### src/rtl/sem_pkg.sv
// ----------------------------------------------------------------------------
// sem_pkg
// Types and constants shared by the Sobel edge magnitude block.
// ----------------------------------------------------------------------------
package sem_pkg;

    localparam int ROW_W = 13;

    localparam logic [10:0] FRAME_W_RESET = 11'd640;
    localparam logic [11:0] FRAME_H_RESET = 12'd480;

    // register indexes on the config port
    localparam logic CFG_FRAME_WIDTH  = 1'b0;
    localparam logic CFG_FRAME_HEIGHT = 1'b1;

    // squares above this give a rounded root of 256 or more
    localparam logic [20:0] MAG_LIMIT = 21'd65280;
    localparam logic [7:0]  MAG_SAT   = 8'd255;

    typedef logic [23:0] rgb_t;

    typedef struct packed {
        logic [10:0] w;
        logic [11:0] h;
    } frame_size_t;

    // border-masked 3x3 window, index = row * 3 + column
    typedef struct packed {
        rgb_t [8:0] win;
        logic       fend;
    } work_t;

    typedef struct packed {
        logic  push;
        work_t data;
    } q_push_t;

    typedef enum logic {
        F_IDLE,
        F_UPD
    } front_state_t;

    typedef enum logic [2:0] {
        B_IDLE,
        B_SUM,
        B_SQ,
        B_ROOT,
        B_OUT
    } back_state_t;

endpackage

### src/rtl/sem_fifo.sv
// ----------------------------------------------------------------------------
// sem_fifo
// Two-entry queue of classified windows between front and back.
// ----------------------------------------------------------------------------
module sem_fifo (
    input  logic             clk,
    input  logic             rst_n,
    input  sem_pkg::q_push_t q_push,
    input  logic             pop,
    output sem_pkg::work_t   pop_data,
    output logic             full,
    output logic             empty
);

    sem_pkg::work_t entry_reg [2];
    logic       wr_ptr_reg, rd_ptr_reg;
    logic [1:0] count_reg;

    assign full     = count_reg == 2'd2;
    assign empty    = count_reg == 2'd0;
    assign pop_data = entry_reg[rd_ptr_reg];

    always_ff @(posedge clk)
    begin
        if (q_push.push)
        begin
            entry_reg[wr_ptr_reg] <= q_push.data;
        end
    end

    always_ff @(posedge clk or negedge rst_n)
    begin
        if (!rst_n)
        begin
            wr_ptr_reg <= 1'b0;
            rd_ptr_reg <= 1'b0;
            count_reg  <= 2'd0;
        end
        else
        begin
            if (q_push.push)
            begin
                wr_ptr_reg <= ~wr_ptr_reg;
            end
            if (pop)
            begin
                rd_ptr_reg <= ~rd_ptr_reg;
            end
            count_reg <= count_reg + {1'b0, q_push.push} - {1'b0, pop};
        end
    end

endmodule

### config.mk
export PLATFORM = sky130hd
export DESIGN_NAME = sem_fifo
export DESIGN_NICKNAME = d
export VERILOG_FILES = /design/src/rtl/sem_pkg.sv /design/src/rtl/sem_fifo.sv
export SDC_FILE = /design/constraint.sdc
export NUM_CORES = 1
export LEC_CHECK = 0
export BUFFER_PORTS_ARGS = -buffer_cell sky130_fd_sc_hd__buf_2
export CORE_MARGIN = 5
export CORE_UTILIZATION = 45
export CTS_CLUSTER_DIAMETER = 200
export DETAILED_ROUTE_END_ITERATION = 8
export GPL_TIMING_DRIVEN = 0
export PLACE_DENSITY = 0.7
export SLEW_MARGIN = 20
export SYNTH_ARGS = -nofsm -noshare
export SYNTH_HDL_FRONTEND = slang
export SYNTH_SLANG_ARGS = --single-unit
export TNS_END_PERCENT = 50
### constraint.sdc
create_clock -name clk -period 26.4 [get_ports clk]
set_clock_uncertainty 0.2 [all_clocks]
set_input_delay 2.64 -clock clk [delete_from_list [all_inputs] [get_ports clk]]
set_output_delay 2.64 -clock clk [all_outputs]
set_load 0.005 [all_outputs]
## Word level (Yosys, flattened, before mapping)

Memory sizes are Yosys's and may differ from the RTL's.
Cells that the tools add are included.
W data, S select, Z words.

- Add/sub/neg operators: 2
- Equality and inequality tests: 1
- Reduce and logical (&&, ||, !) cells: 1
- Muxes and demuxes: 2
- Bitwise logic cells: 2

Operators with widths:

| operator | number |
|---|---|
| $add A2 B1 Y2 | 1 |
| $eq A2 B2 Y1 const B | 1 |
| $logic_not A2 Y1 | 1 |
| $mux W1 | 2 |
| $not A1 Y1 | 2 |
| $sub A2 B1 Y2 | 1 |

- Output and inout port bits: 219
- Bits in writable memories: 434
- Register bits after elaboration: 4
- Bits of input ports: 221
- Word-level logic and storage cells: 12
- Memories kept: 1

Memory list:

| memory | depth | width | rd ports | clocked after Yosys merged registers in | wr ports | RTL line | text |
|---|---|---|---|---|---|---|---|
| entry_reg | 2 | 217 | 1 | 0 | 1 | sem_fifo.sv:15 | `sem_pkg::work_t entry_reg [2];` |

## Longest topological paths before layout

Gate-level depths: netlist of the first run.

- Word-level depth: 2
- Mapped depth: 5
- Mapped depth without buffers: 5

## Least setup slack after synthesis of the first run

No wires, ideal clock.

- Kind: input to register
- Start: input q_push[217] (netlist bit)
- End: memory entry_reg[0][0] (netlist bit), enable pin
- Arrival: 11.990 ns
- Data required time: 25.376 ns
- Stages: 1
- Path buffers: 0
- Slack: 13.386 ns
- Setup time: 0.824 ns
- Cell sequence: nor2b_1

- Word-level cells in the longest chain between the ends: 2

Ends and longest elaborated chain:

| what | RTL line | text |
|---|---|---|
| from (decl) | sem_fifo.sv:8 | `input sem_pkg::q_push_t q_push,` |
| $mux W1 | sem_fifo.sv:25 | `if (q_push.push)` |
| $mux W1 (implied by the code) | sem_fifo.sv:27 | `entry_reg[wr_ptr_reg] <= q_push.data;` |
| to (decl) | sem_fifo.sv:15 |  |

Every way passes these cells.

==> results.yml, run 1 <==
status:
  status: "complete, no violations"
clock_network:
  cts_buffers: 45
  h-tree-depth: 2
  cts-root-buf: "clkbuf_16"
  cts_setup_buffers: 0
  clock_sinks: 438
  cts_resized: 0
  worstSkewPairLatency_ns: 0.55
  cts_tree: "done"
  clock_path_buffers: 3
  clkTransAtPathRegs_ns: 0.06
  ctsHoldBuffers: 0
yosys:
  muxShareOfSynthArea: 0.173
  synth-compound-area-share: 0
  yosys_warnings: 0
  synth_top_family_by_area: "multiplexers"
  synth_cell_types: 15
  syn_inst: 690
  yosys.area_share.adder: 0.00154
  syn_area_um2: 16300
  synthSimpleGateAreaFrac: 0.00138
  synth_top_area_cell: "edfxtp_1"
  synth_nets: 913
  synth.area.top_cells: "edfxtp_1 80%, mux2_4 9.2%, mux2_2 8.1%, buf_8 0.92%, dfrtp_1 0.61%"
  yosysSeqAreaShare: 0.806
  synth_xor_area_frac: 0.00254
  synth-seq-cells: 438
  synth_top_cell_area_share: 0.800
  avgSynthCellArea_um2: 23.6
critical_path:
  cp.required_ns: 23.56
  cp_max_fo: 10
  worst_ep_arrival_time_ns: 2.02
  critPathKind: "reg -> out"
  reg2regPathDepth: 5
  slowest_delay_ns: 0.42
  crit_path_end_kind: "output port"
  cp-start-kind: "flip-flop"
  path_cells: "buf_6 > buf_2 > mux2_2 > buf_2"
  slowest_stage: "mux2_2"
  cp_common_cell: "buf_2"
final_layout:
  largest_reg_flops: 434
  synthToLayoutAreaGrowth_pct: 27.8
  nets: 1414
  drive_gt1_frac: 0.620
floorplan:
  die_y_um: 200
  pin_count: 440
  core_um2: 35700
  initial_core_util: 0.457
  num_rows: 69
  die-area_um2: 40100
  die_w_um: 200
worst_hold_path:
  hp-class: "reg -> reg"
  hold_depth: 1
timing:
  setup_violations: 0
  worst_slew_pin_slew_ns: 0.618
  relSlewSlack: 0.587
  fmax_mhz: 206
  rsz0062_at_grt: "false"
  period_share: 0.184
  hold_viol: 0
  fin_hold_ws_ns: 0.355
  min_period_ns: 4.86
  final.setup.tns_ns: 0
  slew_violations: 0
grt:
  grt.overflow.total: 0
  grt_pass1_vias: 9129
  antenna_found_initial: 11
  grt_util_all_layers: 0.175
  grt_max_degree: 52
  grt_pass1_wl_mm: 53.8
job:
  maxCapViolations: 0
detailed_routing:
  drc: 0
  dr_total_vias: 8302
  postRouteAntennaNets: 0
  wire_per_inst_um: 21.3
  dr.pass1.iters: 4
  drt-total-wl_mm: 35.9
  drtIter0Drc: 331
  routed_via_density: 4.92
place:
  gp_congestion: 0.760
  place_hpwl_mm: 26.2
  io_buffer_count: 439
pwr:
  power_density_nw_per_um2: 106
  leakage_nw: 8.15
  vdd_drop_max_v: 0.0000923
-- power by group --
part	leakage, nW	internal (mW)	switching (mW)	total, mW
Sequential	4.12	0.921	0.0300	0.951
Clock	0.649	0.333	0.245	0.578
Combinational	3.38	0.358	0.324	0.682
-- final cells by class --
| cell class | instances | area [µm²] |
|---|---|---|
| Antenna cell | 5 | 12.5 |
| Clock buffer | 56 | 1210 |
| Multi-Input combinational cell | 226 | 2920 |
| Tap cell | 461 | 577 |
| Sequential cell | 438 | 13100 |
| Inverter | 2 | 7.51 |
| Buffer | 24 | 238 |
| Fill cell | 2676 | 14800 |
| Clock inverter | 21 | 138 |
| Timing Repair Buffer | 454 | 2590 |
-- cells in the mapped netlist --
library cell    n
mux2_2        117
and2_1          1
buf_6           2
inv_1           2
edfxtp_1      434
mux2_4        100
nor2b_1         2
buf_2          10
nor2_1          1
ha_1            2
buf_4           2
xor2_1          2
xor3_1          1
buf_8          10
dfrtp_1         4
-- kinds of logic (layout without fill, tap and decap cells) --
kind of cell | count (synthesis) | count (layout)
simple gates | 4 | 4
other cells | 0 | 5
flops | 438 | 438
fa+ha+maj | 2 | 2
buf+inv | 26 | 557
xor+xnor | 3 | 3
mux | 217 | 217
-- per-stage QoR --
step | setup WS (ns) | utilization | instances | total power, mW | area, µm²
floorplan | 13.39 | - | 690 | 1.39 | 16300
global placement | 7.46 | 0.535 | 1590 | 1.68 | 19100
detailed placement | 21.64 | 0.546 | 1605 | 1.66 | 19500
CTS | 21.40 | 0.584 | 1682 | 2.25 | 20800
global route | 21.42 | 0.584 | 1685 | 2.32 | 20800
finish | 21.54 | 0.584 | 1687 | 2.21 | 20800
-- placed cells by master, fill, tap and decap left out, types with 3 or more instances in the layout --
cell type	netlist	routed
edfxtp_1	434	434
clkinv_1	0	8
dfrtp_1	4	4
clkinvlp_4	0	4
buf_16	0	12
mux2_2	117	117
mux2_4	100	100
buf_2	10	449
clkbuf_1	0	9
clkbuf_16	0	47
buf_12	0	3
diode_2	0	5
buf_8	10	10
clkinv_2	0	6
-- metal layers --
metal / vias up / share of wire / GRT usage
met5: - / 0.0025 / 0
met4: 14 / 0.026 / 0.0627
li1: 3763 / - / -
met2: 329 / 0.51 / 0.305
met3: 73 / 0.10 / 0.0726
met1: 4123 / 0.36 / 0.193
-- worst paths after layout --
path	start	endpoint	slack [ns]
hold / removal	wr_ptr_reg	wr_ptr_reg	0.36
setup reg to reg	wr_ptr_reg	entry_reg[0][171]	24.05
hold reg to reg	wr_ptr_reg	wr_ptr_reg	0.36
setup / recovery	rd_ptr_reg	pop_data[78]	21.54
max in group asynchronous	rst_n	count_reg[1]	24.20
min in group asynchronous	rst_n	count_reg[0]	1.68
-- critical path, delay by kind of cell (launching register included) --
kind	cells	cell delay [ns]
muxes	1	0.42
DFF	1	0.35
buffers and inverters	3	0.69
No activity file was read; power rests on OpenSTA's default activity.
==> run 2, diff against run 1 <==
Settings changed: ABC_AREA set to 1, PLACE_DENSITY 0.7 to 0.73.
Clock period 26.4 ns to 4.4 ns, I/O delays scaled along.
==> run 2 against run 1 <==
Net effect:
- core utilization up 5.6 points
- final cell count up 40%
- sequential power rose to 6.0 times the previous value
- sequential share of layout area down 5.3 points
- routed wire length up 31%
- clock power rose to 5.9 times the previous value
- largest power group unchanged
==> results.yml, run 2 <==
detailed_routing:
  postRouteAntennaNets: 0
  routed_via_density: 4.97
  dr_total_vias: 11800
  drc: 0
  drt-total-wl_mm: 47.2
  wire_per_inst_um: 20.0
  dr.pass1.iters: 5
  drtIter0Drc: 648
final_layout:
  drive_gt1_frac: 0.280
  largest_reg_flops: 434
  nets: 2096
  synthToLayoutAreaGrowth_pct: 40.3
  design_area_um2: 22700
  final_cell_mix: "448 x buf_2, 434 x edfxtp_1, 223 x inv_1, 223 x nand2_1, 220 x dlygate4sd3_1"
  final_common_cell: "buf_2"
  fillCellCount: 2451
place:
  post-place-ws_ns: 1.57
  placed_cell_area_um2: 19300
  gp_congestion: 0.814
  place_hpwl_mm: 29.4
  io_buffer_count: 439
timing:
  period_share: 0.671
  worst_slew_pin_slew_ns: 0.683
  hold_viol: 0
  slew_violations: 0
  setup_violations: 0
  rsz0062_at_grt: "false"
  fin_hold_ws_ns: 0.0654
  min_period_ns: 2.95
  fmax_mhz: 339
  setup_ws_ns: 1.45
  relSlewSlack: 0.544
  final.setup.tns_ns: 0
yosys:
  yosys_warnings: 0
  avgSynthCellArea_um2: 14.0
  syn_area_um2: 16200
  synth_edf_count: 434
  synth-seq-cells: 438
  synth_top_area_cell: "edfxtp_1"
  synth_cell_types: 13
  synth-async-reset-ratio: 0.00913
  synth.area.top_cells: "edfxtp_1 80%, inv_1 5.2%, nand2_1 5.2%, o21ai_0 4.8%, o21ai_1 1.9%"
  synth_top_cell_area_share: 0.804
  yosysSeqAreaShare: 0.810
  synth.most_common_cell: "edfxtp_1"
  synth_nets: 1381
  synth_common_cells: "434 x edfxtp_1, 224 x inv_1, 223 x nand2_1"
  synth_ff_type: "edfxtp_1"
  syn_inst: 1158
clock_network:
  clock_sinks: 438
  cts_setup_buffers: 0
  h-tree-depth: 2
  ctsHoldBuffers: 220
  cts_buffers: 43
  worstSkewPairLatency_ns: 0.55
  clock_path_buffers: 3
  cts_resized: 0
  clkTransAtPathRegs_ns: 0.06
  cts_tree: "done"
  cts-root-buf: "clkbuf_16"
grt:
  antenna_found_initial: 3
  grt_pass1_wl_mm: 70.8
  grt_max_degree: 95
  grt_util_all_layers: 0.232
  grt_pass1_vias: 12600
  grt.overflow.total: 0
critical_path:
  reg2regPathDepth: 6
  crit_path_end_kind: "output port"
  timing.rr.start: "wr_ptr_reg"
  slowest_delay_ns: 0.52
  slowest_stage: "clkbuf_1"
  cp_max_fo: 10
  cp-start-kind: "flip-flop"
  worst_ep_arrival_time_ns: 2.31
  r2r_end: "entry_reg[0][77]"
  critPathKind: "reg -> out"
  ff2ff_setup_slack_ns: 1.78
  path_cells: "buf_2 > clkbuf_1 > o21ai_0 > buf_2"
  cp.required_ns: 3.76
  cp_common_cell: "buf_2"
floorplan:
  num_rows: 69
  die_w_um: 200
  core_um2: 35600
  die_y_um: 200
  die-area_um2: 39900
  pin_count: 440
  initial_core_util: 0.456
pwr:
  power_density_nw_per_um2: 590
  vdd_drop_max_v: 0.000481
  leakage_nw: 9.70
  p_total_mw: 13.4
job:
  maxCapViolations: 0
status:
  status: "complete, no violations"
worst_hold_path:
  hp-class: "in -> async"
## run 2: changes by cell type after synthesis, sizes merged
cell and change:
and2 -1, buf +3, clkbuf +21, inv +222
mux2 -217, nand2 +223, nand3 +1, nor2 +2
nor2b -2, o21ai +217, xor3 -1
## run 2: how the worst max path moves through the flow
stage / end / depth (start not counted) / slack (ns) / startpoint
floorplan: entry_reg[1][0] / 2 / -1.05 / q_push[217]
global placement: entry_reg[1][78] / 3 / -3.45 / q_push[217]
detailed placement: entry_reg[0][80] / 8 / 1.57 / q_push[217]
CTS: pop_data[167] / 4 / 1.29 / rd_ptr_reg
global route: pop_data[167] / 4 / 1.30 / rd_ptr_reg
finish: pop_data[167] / 4 / 1.45 / rd_ptr_reg
## run 2: cell type report
| type | instances | area (µm²) | share of cell area |
|---|---|---|---|
| clock buffer | 54 | 1160 | 0.0510 |
| antenna | 4 | 10.0 | 0.000440 |
| timing repair buffer | 670 | 4660 | 0.205 |
| clock inverter | 19 | 116 | 0.00511 |
| multi-input combinational | 448 | 1990 | 0.0874 |
| inverter | 224 | 848 | 0.0373 |
| sequential | 438 | 13100 | 0.577 |
| buffer | 48 | 259 | 0.0114 |
| tap | 461 | 577 | 0.0254 |
## run 2: per-layer routing
layer  wire length [µm]  global-route usage  up-vias
li1                   -                   -     5360
met1              15900               0.256     5619
met2              24300               0.416      679
met3               5230              0.0718      105
met4               1810              0.0966        2
met5                  5                   0        -
## run 2: cell families after synthesis
logic type	count (synthesis)	synth area share
DFF	438	0.810
buffers and inverters	272	0.0678
and+or+nand+nor	227	0.0526
AOI/OAI and AO/OA	217	0.0670
xor gates and xnor gates	2	0.00108
adders and majority gates	2	0.00154
## run 2: worst max-delay path, delay by kind of cell, from the launching register on
kind | cells | cell delay [ns]
buffers and inverters | 3 | 1.08
AOI/OAI and AO/OA | 1 | 0.31
DFF | 1 | 0.35
## run 2: stage by stage
step,std cells,utilization
6_report,2366,0.640
5_1_grt,2364,0.639
4_1_cts,2362,0.639
3_5_place_dp,2069,0.542
3_3_place_gp,2058,0.534
2_1_floorplan,1158,-
## run 2: power by group
| part | internal, mW | switching [mW] | total, mW | leakage [nW] |
|---|---|---|---|---|
| logic | 1.56 | 2.71 | 4.27 | 4.96 |
| clock network | 1.92 | 1.50 | 3.42 | 0.621 |
| registers | 5.53 | 0.204 | 5.73 | 4.12 |
| total | 9.00 | 4.42 | 13.4 | 9.70 |
