### src/rtl/sem_pkg.sv
// ----------------------------------------------------------------------------
// sem_pkg
// Types and constants shared by the Sobel edge magnitude block.
// ----------------------------------------------------------------------------
package sem_pkg;

    localparam int ROW_W = 13;

    localparam logic [10:0] FRAME_W_RESET = 11'd640;
    localparam logic [11:0] FRAME_H_RESET = 12'd480;

    // register indexes on the config port
    localparam logic CFG_FRAME_WIDTH  = 1'b0;
    localparam logic CFG_FRAME_HEIGHT = 1'b1;

    // squares above this give a rounded root of 256 or more
    localparam logic [20:0] MAG_LIMIT = 21'd65280;
    localparam logic [7:0]  MAG_SAT   = 8'd255;

    typedef logic [23:0] rgb_t;

    typedef struct packed {
        logic [10:0] w;
        logic [11:0] h;
    } frame_size_t;

    // border-masked 3x3 window, index = row * 3 + column
    typedef struct packed {
        rgb_t [8:0] win;
        logic       fend;
    } work_t;

    typedef struct packed {
        logic  push;
        work_t data;
    } q_push_t;

    typedef enum logic {
        F_IDLE,
        F_UPD
    } front_state_t;

    typedef enum logic [2:0] {
        B_IDLE,
        B_SUM,
        B_SQ,
        B_ROOT,
        B_OUT
    } back_state_t;

endpackage

### src/rtl/sem_ifs.sv


interface sem_edge_if;
    logic       valid;
    logic       ready;
    logic [7:0] red_edge;
    logic [7:0] green_edge;
    logic [7:0] blue_edge;
    logic       frame_end;

    modport source (output valid, red_edge, green_edge, blue_edge, frame_end, input ready);
    modport sink   (input valid, red_edge, green_edge, blue_edge, frame_end, output ready);
endinterface

### src/rtl/sem_back.sv
// ----------------------------------------------------------------------------
// sem_back
// Sobel sums, squares and a bit-serial rounded root for three channels.
// ----------------------------------------------------------------------------
module sem_back (
    input  logic           clk,
    input  logic           rst_n,
    input  logic           empty,
    output logic           pop,
    input  sem_pkg::work_t pop_data,
    sem_edge_if.source     edge_out
);

    sem_pkg::back_state_t state_reg, state_next;
    sem_pkg::work_t       work_reg;
    logic [9:0]  gx_reg   [3];
    logic [9:0]  gy_reg   [3];
    logic [15:0] s_reg    [3];
    logic        big_reg  [3];
    logic [9:0]  rem_reg  [3];
    logic [7:0]  root_reg [3];
    logic [2:0]  step_reg;
    logic        out_valid_reg;
    logic [7:0]  mag_reg  [3];
    logic        fend_out_reg;

    logic [10:0] pos_x [3], neg_x [3], pos_y [3], neg_y [3];
    logic [11:0] dx [3], dy [3];
    logic [20:0] sq [3];
    logic [10:0] remsh [3], trial [3];
    logic [7:0]  mag   [3];
    logic [7:0]  p     [3][9];
    logic        load_out;

    always_comb
    begin
        for (int ch = 0; ch < 3; ch++)
        begin
            for (int i = 0; i < 9; i++)
            begin
                p[ch][i] = work_reg.win[i][(2 - ch) * 8 +: 8];
            end
            pos_x[ch] = 11'(p[ch][2]) + {2'b00, p[ch][5], 1'b0} + 11'(p[ch][8]);
            neg_x[ch] = 11'(p[ch][0]) + {2'b00, p[ch][3], 1'b0} + 11'(p[ch][6]);
            pos_y[ch] = 11'(p[ch][6]) + {2'b00, p[ch][7], 1'b0} + 11'(p[ch][8]);
            neg_y[ch] = 11'(p[ch][0]) + {2'b00, p[ch][1], 1'b0} + 11'(p[ch][2]);
            dx[ch] = {1'b0, pos_x[ch]} - {1'b0, neg_x[ch]};
            dy[ch] = {1'b0, pos_y[ch]} - {1'b0, neg_y[ch]};
            sq[ch] = 21'({10'd0, gx_reg[ch]} * {10'd0, gx_reg[ch]}) +
                     21'({10'd0, gy_reg[ch]} * {10'd0, gy_reg[ch]});
            // one root digit: bring down two bits and try (root << 2) | 1
            remsh[ch] = {rem_reg[ch][8:0], s_reg[ch][{step_reg, 1'b0} +: 2]};
            trial[ch] = {1'b0, root_reg[ch], 2'b01};
            mag[ch]   = big_reg[ch] ? sem_pkg::MAG_SAT :
                        (rem_reg[ch] > {2'b00, root_reg[ch]}) ? root_reg[ch] + 8'd1
                                                              : root_reg[ch];
        end
    end

    assign load_out = (state_reg == sem_pkg::B_OUT) && (!out_valid_reg || edge_out.ready);

    always_comb
    begin
        state_next = state_reg;
        pop        = 1'b0;
        case (state_reg)
            sem_pkg::B_IDLE:
            begin
                if (!empty)
                begin
                    pop        = 1'b1;
                    state_next = sem_pkg::B_SUM;
                end
            end
            sem_pkg::B_SUM:  state_next = sem_pkg::B_SQ;
            sem_pkg::B_SQ:   state_next = sem_pkg::B_ROOT;
            sem_pkg::B_ROOT:
            begin
                if (step_reg == 3'd0)
                begin
                    state_next = sem_pkg::B_OUT;
                end
            end
            sem_pkg::B_OUT:
            begin
                if (load_out)
                begin
                    state_next = sem_pkg::B_IDLE;
                end
            end
            default:         state_next = sem_pkg::B_IDLE;
        endcase
    end

    always_ff @(posedge clk)
    begin
        if (pop)
        begin
            work_reg <= pop_data;
        end
        for (int ch = 0; ch < 3; ch++)
        begin
            if (state_reg == sem_pkg::B_SUM)
            begin
                gx_reg[ch] <= dx[ch][11] ? 10'(-dx[ch]) : dx[ch][9:0];
                gy_reg[ch] <= dy[ch][11] ? 10'(-dy[ch]) : dy[ch][9:0];
            end
            if (state_reg == sem_pkg::B_SQ)
            begin
                s_reg[ch]    <= sq[ch][15:0];
                big_reg[ch]  <= sq[ch] > sem_pkg::MAG_LIMIT;
                rem_reg[ch]  <= '0;
                root_reg[ch] <= '0;
            end
            if (state_reg == sem_pkg::B_ROOT)
            begin
                if (remsh[ch] >= trial[ch])
                begin
                    rem_reg[ch]  <= 10'(remsh[ch] - trial[ch]);
                    root_reg[ch] <= {root_reg[ch][6:0], 1'b1};
                end
                else
                begin
                    rem_reg[ch]  <= remsh[ch][9:0];
                    root_reg[ch] <= {root_reg[ch][6:0], 1'b0};
                end
            end
            if (load_out)
            begin
                mag_reg[ch] <= mag[ch];
            end
        end
        if (state_reg == sem_pkg::B_SQ)
        begin
            step_reg <= 3'd7;
        end
        else if (state_reg == sem_pkg::B_ROOT)
        begin
            step_reg <= step_reg - 3'd1;
        end
        if (load_out)
        begin
            fend_out_reg <= work_reg.fend;
        end
    end

    always_ff @(posedge clk or negedge rst_n)
    begin
        if (!rst_n)
        begin
            state_reg     <= sem_pkg::B_IDLE;
            out_valid_reg <= 1'b0;
        end
        else
        begin
            state_reg <= state_next;
            if (load_out)
            begin
                out_valid_reg <= 1'b1;
            end
            else if (edge_out.ready)
            begin
                out_valid_reg <= 1'b0;
            end
        end
    end

    assign edge_out.valid      = out_valid_reg;
    assign edge_out.red_edge   = mag_reg[0];
    assign edge_out.green_edge = mag_reg[1];
    assign edge_out.blue_edge  = mag_reg[2];
    assign edge_out.frame_end  = fend_out_reg;

endmodule

### src/flat_wrapper.sv
// flat-port wrapper written by rule: the top's interface ports become plain ports
module sem_back_flat 
  (clk, rst_n, empty, pop, pop_data, edge_out_valid, edge_out_red_edge, edge_out_green_edge, edge_out_blue_edge, edge_out_frame_end, edge_out_ready);
  sem_edge_if edge_out_i ();
  input  logic clk;
  input  logic rst_n;
  input  logic empty;
  output logic pop;
  input  sem_pkg::work_t pop_data;
  output wire logic [$bits(edge_out_i.valid)-1:0] edge_out_valid;
  output wire logic [$bits(edge_out_i.red_edge)-1:0] edge_out_red_edge;
  output wire logic [$bits(edge_out_i.green_edge)-1:0] edge_out_green_edge;
  output wire logic [$bits(edge_out_i.blue_edge)-1:0] edge_out_blue_edge;
  output wire logic [$bits(edge_out_i.frame_end)-1:0] edge_out_frame_end;
  input wire logic [$bits(edge_out_i.ready)-1:0] edge_out_ready;
  assign edge_out_valid = edge_out_i.valid;
  assign edge_out_red_edge = edge_out_i.red_edge;
  assign edge_out_green_edge = edge_out_i.green_edge;
  assign edge_out_blue_edge = edge_out_i.blue_edge;
  assign edge_out_frame_end = edge_out_i.frame_end;
  assign edge_out_i.ready = edge_out_ready;
  sem_back u_core (.clk(clk), .rst_n(rst_n), .empty(empty), .pop(pop), .pop_data(pop_data), .edge_out(edge_out_i));
endmodule
### config.mk
export PLATFORM = sky130hd
export DESIGN_NAME = sem_back_flat
export DESIGN_NICKNAME = d
export VERILOG_FILES = /design/src/rtl/sem_pkg.sv /design/src/rtl/sem_ifs.sv /design/src/rtl/sem_back.sv /design/src/flat_wrapper.sv
export SDC_FILE = /design/constraint.sdc
export NUM_CORES = 2
export LEC_CHECK = 0
export ABC_AREA = 1
export ABC_CLOCK_PERIOD_IN_PS = 28000
export BUFFER_PORTS_ARGS = -buffer_cell sky130_fd_sc_hd__buf_4
export CORE_AREA = 2 2 307 309
export DETAILED_ROUTE_END_ITERATION = 8
export DIE_AREA = 0 0 309 311
export GPL_TIMING_DRIVEN = 0
export PLACE_DENSITY = 0.76
export SYNTH_ARGS = -nofsm -noshare
export SYNTH_HDL_FRONTEND = slang
export SYNTH_SLANG_ARGS = --single-unit
export TNS_END_PERCENT = 10
### constraint.sdc
create_clock -name clk -period 28 [get_ports clk]
set_input_delay 4.2 -clock clk [delete_from_list [all_inputs] [get_ports clk]]
set_output_delay 4.2 -clock clk [all_outputs]
set_load 0.05 [all_outputs]
# Word-level counts from Yosys, hierarchy flattened
# Memories as Yosys holds them, arrays and structs flattened.
# Index checks and enable logic that the tools add are counted.
dict set report op_classes {
  n_addsub 46
  multipliers 6
  n_lt_le_gt_ge 9
  n_eq_ne 7
  shift 3
  n_mux 56
  n_bitwise 12
  reduce_logical 7
}
# op count
set ops {}
lappend ops {{adder 11 x 8 -> 11 bit} 12}
lappend ops {{adder 8 x 9 -> 10 bit} 12}
lappend ops {{multiplier 10 x 10 -> 20 bit} 6}
lappend ops {{2-to-1 mux 10 bit} 12}
lappend ops {{2-to-1 mux 8 bit} 12}
lappend ops {{subtractor 11 x 11 -> 12 bit} 6}
lappend ops {{adder 20 x 20 -> 21 bit} 3}
lappend ops {{greater-than comparator 21 x 16 -> 1 bit, second input constant} 3}
lappend ops {{negation 10 bit} 6}
lappend ops {{indexed part select 16 x 5 -> 2 bit} 3}
lappend ops {{greater-or-equal comparator 11 x 10 -> 1 bit} 3}
lappend ops {{greater-than comparator 10 x 8 -> 1 bit} 3}
lappend ops {{subtractor 10 bit} 3}
lappend ops {{2-to-1 mux 1 bit} 28}
lappend ops {{adder 8 x 1 -> 8 bit, second input constant} 3}
lappend ops {{one-hot mux 3 bit (5 select lines)} 1}
lappend ops {{OR 1 bit} 12}
lappend ops {{2-to-1 mux 3 bit} 3}
lappend ops {{equality test 3 x 2 -> 1 bit, second input constant} 2}
lappend ops {{zero test 3 bit} 2}
lappend ops {{!= test 2 x 1 -> 1 bit, second input constant} 2}
lappend ops {{equality test 3 x 1 -> 1 bit, second input constant} 1}
lappend ops {{equality test 3 bit, second input constant} 1}
lappend ops {{AND reduction 3 bit} 1}
lappend ops {{6 further kinds} 6}
dict set report totals {
  register_bits 201
  ram_bits 189
  in_bits 221
  out_inout_bits 27
  n_memories 7
}
# memory words word_bits read_ports rd_clocked_by_memory_dff wr line_no
set mem_list {}
lappend mem_list {u_core.s_reg 3 16 3 0 3 sem_back.sv:18} ;# logic [15:0] s_reg [3];
lappend mem_list {u_core.gx_reg 3 10 3 0 3 sem_back.sv:16} ;# logic [9:0] gx_reg [3];
lappend mem_list {u_core.gy_reg 3 10 3 0 3 sem_back.sv:17} ;# logic [9:0] gy_reg [3];
lappend mem_list {u_core.rem_reg 3 10 3 0 3 sem_back.sv:20} ;# logic [9:0] rem_reg [3];
lappend mem_list {u_core.mag_reg 3 8 3 0 3 sem_back.sv:24} ;# logic [7:0] mag_reg [3];
lappend mem_list {u_core.root_reg 3 8 3 0 3 sem_back.sv:21} ;# logic [7:0] root_reg [3];
lappend mem_list {{+1 memories} - - - - - -}

# Depth between registers and ports, before layout
# An unclocked memory read counts as a cell.
dict set report logic_depth {
  ltp_word 8
  ltp_mapped 28
  mapped_depth_nobuf 27
}

# Least setup slack after synthesis
# OpenSTA, ideal clock, no wires.
dict set report synth_timing {
  path_kind {input -> output}
  from {in empty}
  to {out pop}
  t_arrival_ns 18.265
  t_required_ns 23.800
  path_slack_ns 5.535
  cell_stages 1
  path_buffers 0
  path_cell_list {nor3_1}
}
dict set report synth_via {
  elab_chain_len 2
}
# item line_no
set synth_rtl {}
lappend synth_rtl {{start: declaration} flat_wrapper.sv:7} ;# input logic empty;
lappend synth_rtl {{2-to-1 mux 1 bit} sem_back.sv:69} ;# if (!empty)
lappend synth_rtl {{2-to-1 mux 1 bit} sem_back.sv:66} ;# case (state_reg)
lappend synth_rtl {{end: declaration} flat_wrapper.sv:8} ;# output logic pop;
# No other way between the ends.

# Worst setup path after layout
# Same ends and word-level chain as after synthesis.

==> impl_metrics.py <==
metrics = {
    "critical_path": {
        "setup.worst_path.start": "empty",
        "r2r_cells": 26,
        "end_kind": "primary output",
        "setup.worst_path.end": "pop",
        "cp.required_ns": 23.80,
        "worst_ep_arrival_time_ns": 5.27,
        "rrSetupSlack_ns": 21.38,
        "r2r_start": "u_core.gx_reg[0][22]",
        "regToRegEndpoint": "u_core.big_reg[0][2]",
        "critPathLaunchType": "primary input",
        "critical_path_class": "in -> out",
        "crit_fanout": 10,
    },
    "drt": {
        "drtAntennaViolNets": 0,
        "via_per_inst": 4.96,
        "first_pass_iters": 5,
        "via_count": 33200,
        "drt-total-wl_um": 95100,
        "routedWlPerCell_um": 14.2,
        "drc": 0,
        "first_iter_violations": 1774,
    },
    "global_routing": {
        "grt-ovfl-total": 0,
        "grt_util_all_layers": 0.205,
        "grt_max_degree": 30,
        "grt_pass1_wl_um": 163000,
        "antenna_found_initial": 7,
        "grt_pass1_vias": 34500,
    },
    "synthesis": {
        "synth-seq-cells": 390,
        "synth_edf_count": 383,
        "ys_types": 54,
        "synth_top_cell_area_share": 0.260,
        "ys_top_cells_by_count": "inv_1 (1177), nand2_1 (1048), ha_1 (552)",
        "synth_area_um2": 44300,
        "ys_seq_area_frac": 0.263,
        "yosysMostFrequentCell": "inv_1",
        "synth_area_leaders": "edfxtp_1 (26%), fa_1 (19%), ha_1 (16%)",
        "yosysTopAreaCell": "edfxtp_1",
        "avgSynthCellArea_um2": 8.71,
        "yosys_warnings": 0,
        "async_reset_ff_frac": 0.0103,
        "syn_inst": 5085,
        "synthFlopType": "edfxtp_1",
        "syn_nets": 6277,
    },
    "floorplan": {
        "die_y_um": 311,
        "start_util": 0.477,
        "row_count": 112,
        "die_w_um": 309,
        "coreArea_um2": 92800,
        "io_pins": 248,
        "die_area_um2": 96100,
    },
    "timing": {
        "max_slew.worst_pin.slew_ns": 0.797,
        "setup_tns_ns": 0,
        "final_hold_viol_count": 0,
        "setup_viol": 0,
        "min_period_over_period": 0.338,
        "grt_setup_unrepaired": "no",
        "finClkSkew_ns": 0.0305,
        "slew_headroom": 0.462,
        "min_period_ns": 9.47,
        "maxSlewViolCount": 0,
        "fmax_mhz": 106,
    },
    "cells_and_area": {
        "multiInputGateArea_um2": 27800,
        "regArea_um2": 11700,
        "post-route-util": 0.533,
        "num-fill-cells": 8298,
        "largest_reg_flops": 192,
        "area_growth_pct": 11.8,
        "nets": 6576,
        "drive_gt1_frac": 0.0708,
        "final_cell_count_no_fill": 6683,
    },
    "clock_network": {
        "clkSlewWorstSetupHoldPaths_ns": 0.06,
        "cts_root_buf": "clkbuf_16",
        "clock_path_buffers": 3,
        "cts_setup_buffers": 0,
        "cts_buffers": 47,
        "cts_tree": "built",
        "htree_levels": 2,
        "clock_sinks": 390,
        "clk_latency_ns": 0.65,
        "cts_hold_buf": 0,
        "cts_resized": 0,
    },
    "hold_path": {
        "hold_path_class": "reg -> reg",
        "hold_depth": 0,
    },
    "run": {
        "cap_violations": 0,
    },
    "place": {
        "numPlacedInstances": 6589,
        "dp_hpwl_um": 79400,
        "portBuffers": 223,
        "place.gp.congestion": 0.888,
    },
    "run_status": {
        "run_status": "finished clean",
    },
}
==> layer usage <==
metal / GRT usage / share of wire
met1: 0.262 / 0.44
met2: 0.356 / 0.49
met3: 0.0230 / 0.042
met4: 0.0768 / 0.033
met5: 0 / 0
==> per-stage QoR <==
step	setup WS (ns)	instance area [µm²]	hold WS, ns
after floorplan	5.54	44300	0.400
after global placement	-2.33	47500	0.406
after detailed placement	18.52	47900	0.410
after CTS	18.52	49500	0.424
after global routing	18.50	49500	0.430
final	18.53	49500	0.421
==> placed cells by master, fill, tap and decap left out, types with 28 or more instances in the layout <==
cell type	synthesis	routed
edfxtp_1	383	383
nand4_1	33	33
nor3_1	49	47
clkbuf_1	69	74
xor2_1	195	195
fa_1	419	419
a21o_1	36	36
nand3_1	216	216
xnor2_1	114	114
buf_4	1	225
clkbuf_16	0	47
ha_1	552	552
inv_1	1177	1177
nor2_1	210	208
o21ai_0	129	129
nand2_1	1048	1047
a21oi_1	258	258
o21bai_1	28	28
==> final cells by class <==
class	instances	share of cell area
sequential	390	0.236
tap	1254	0.0317
clock inverter	34	0.00779
inverter	1189	0.0904
buffer	81	0.00751
timing repair buffer	250	0.0406
antenna	7	0.000354
multi-input combinational	3425	0.562
clock buffer	53	0.0244
==> cells by family after synthesis <==
logic type	after synthesis	share of synthesized area
AND/OR/NAND/NOR	1617	0.153
XOR/XNOR	310	0.0615
adder cells (fa/ha/maj)	971	0.346
AO/OA/AOI/OAI	527	0.0671
buffers and inverters	1270	0.109
flip-flops	390	0.263
==> worst max-delay path: stages <==
cell	delay (ns)
buf_4	0.14
nor3_2	0.46
buf_8	0.23
buf_4	0.22
==> worst min path at each step <==
stage / startpoint / endpoint / slack (ns)
after floorplan: u_core.work_reg[0] / u_core.edge_out.frame_end / 0.40
after global placement: u_core.work_reg[0] / u_core.edge_out.frame_end / 0.41
after detailed placement: u_core.work_reg[0] / u_core.edge_out.frame_end / 0.41
after CTS: u_core.work_reg[0] / u_core.edge_out.frame_end / 0.42
after global routing: u_core.work_reg[0] / u_core.edge_out.frame_end / 0.43
final: u_core.work_reg[0] / u_core.edge_out.frame_end / 0.42
Power is left out: the tool's default activity adds up to more than one toggle a clock period on the data nets, which glitch-free logic cannot reach.
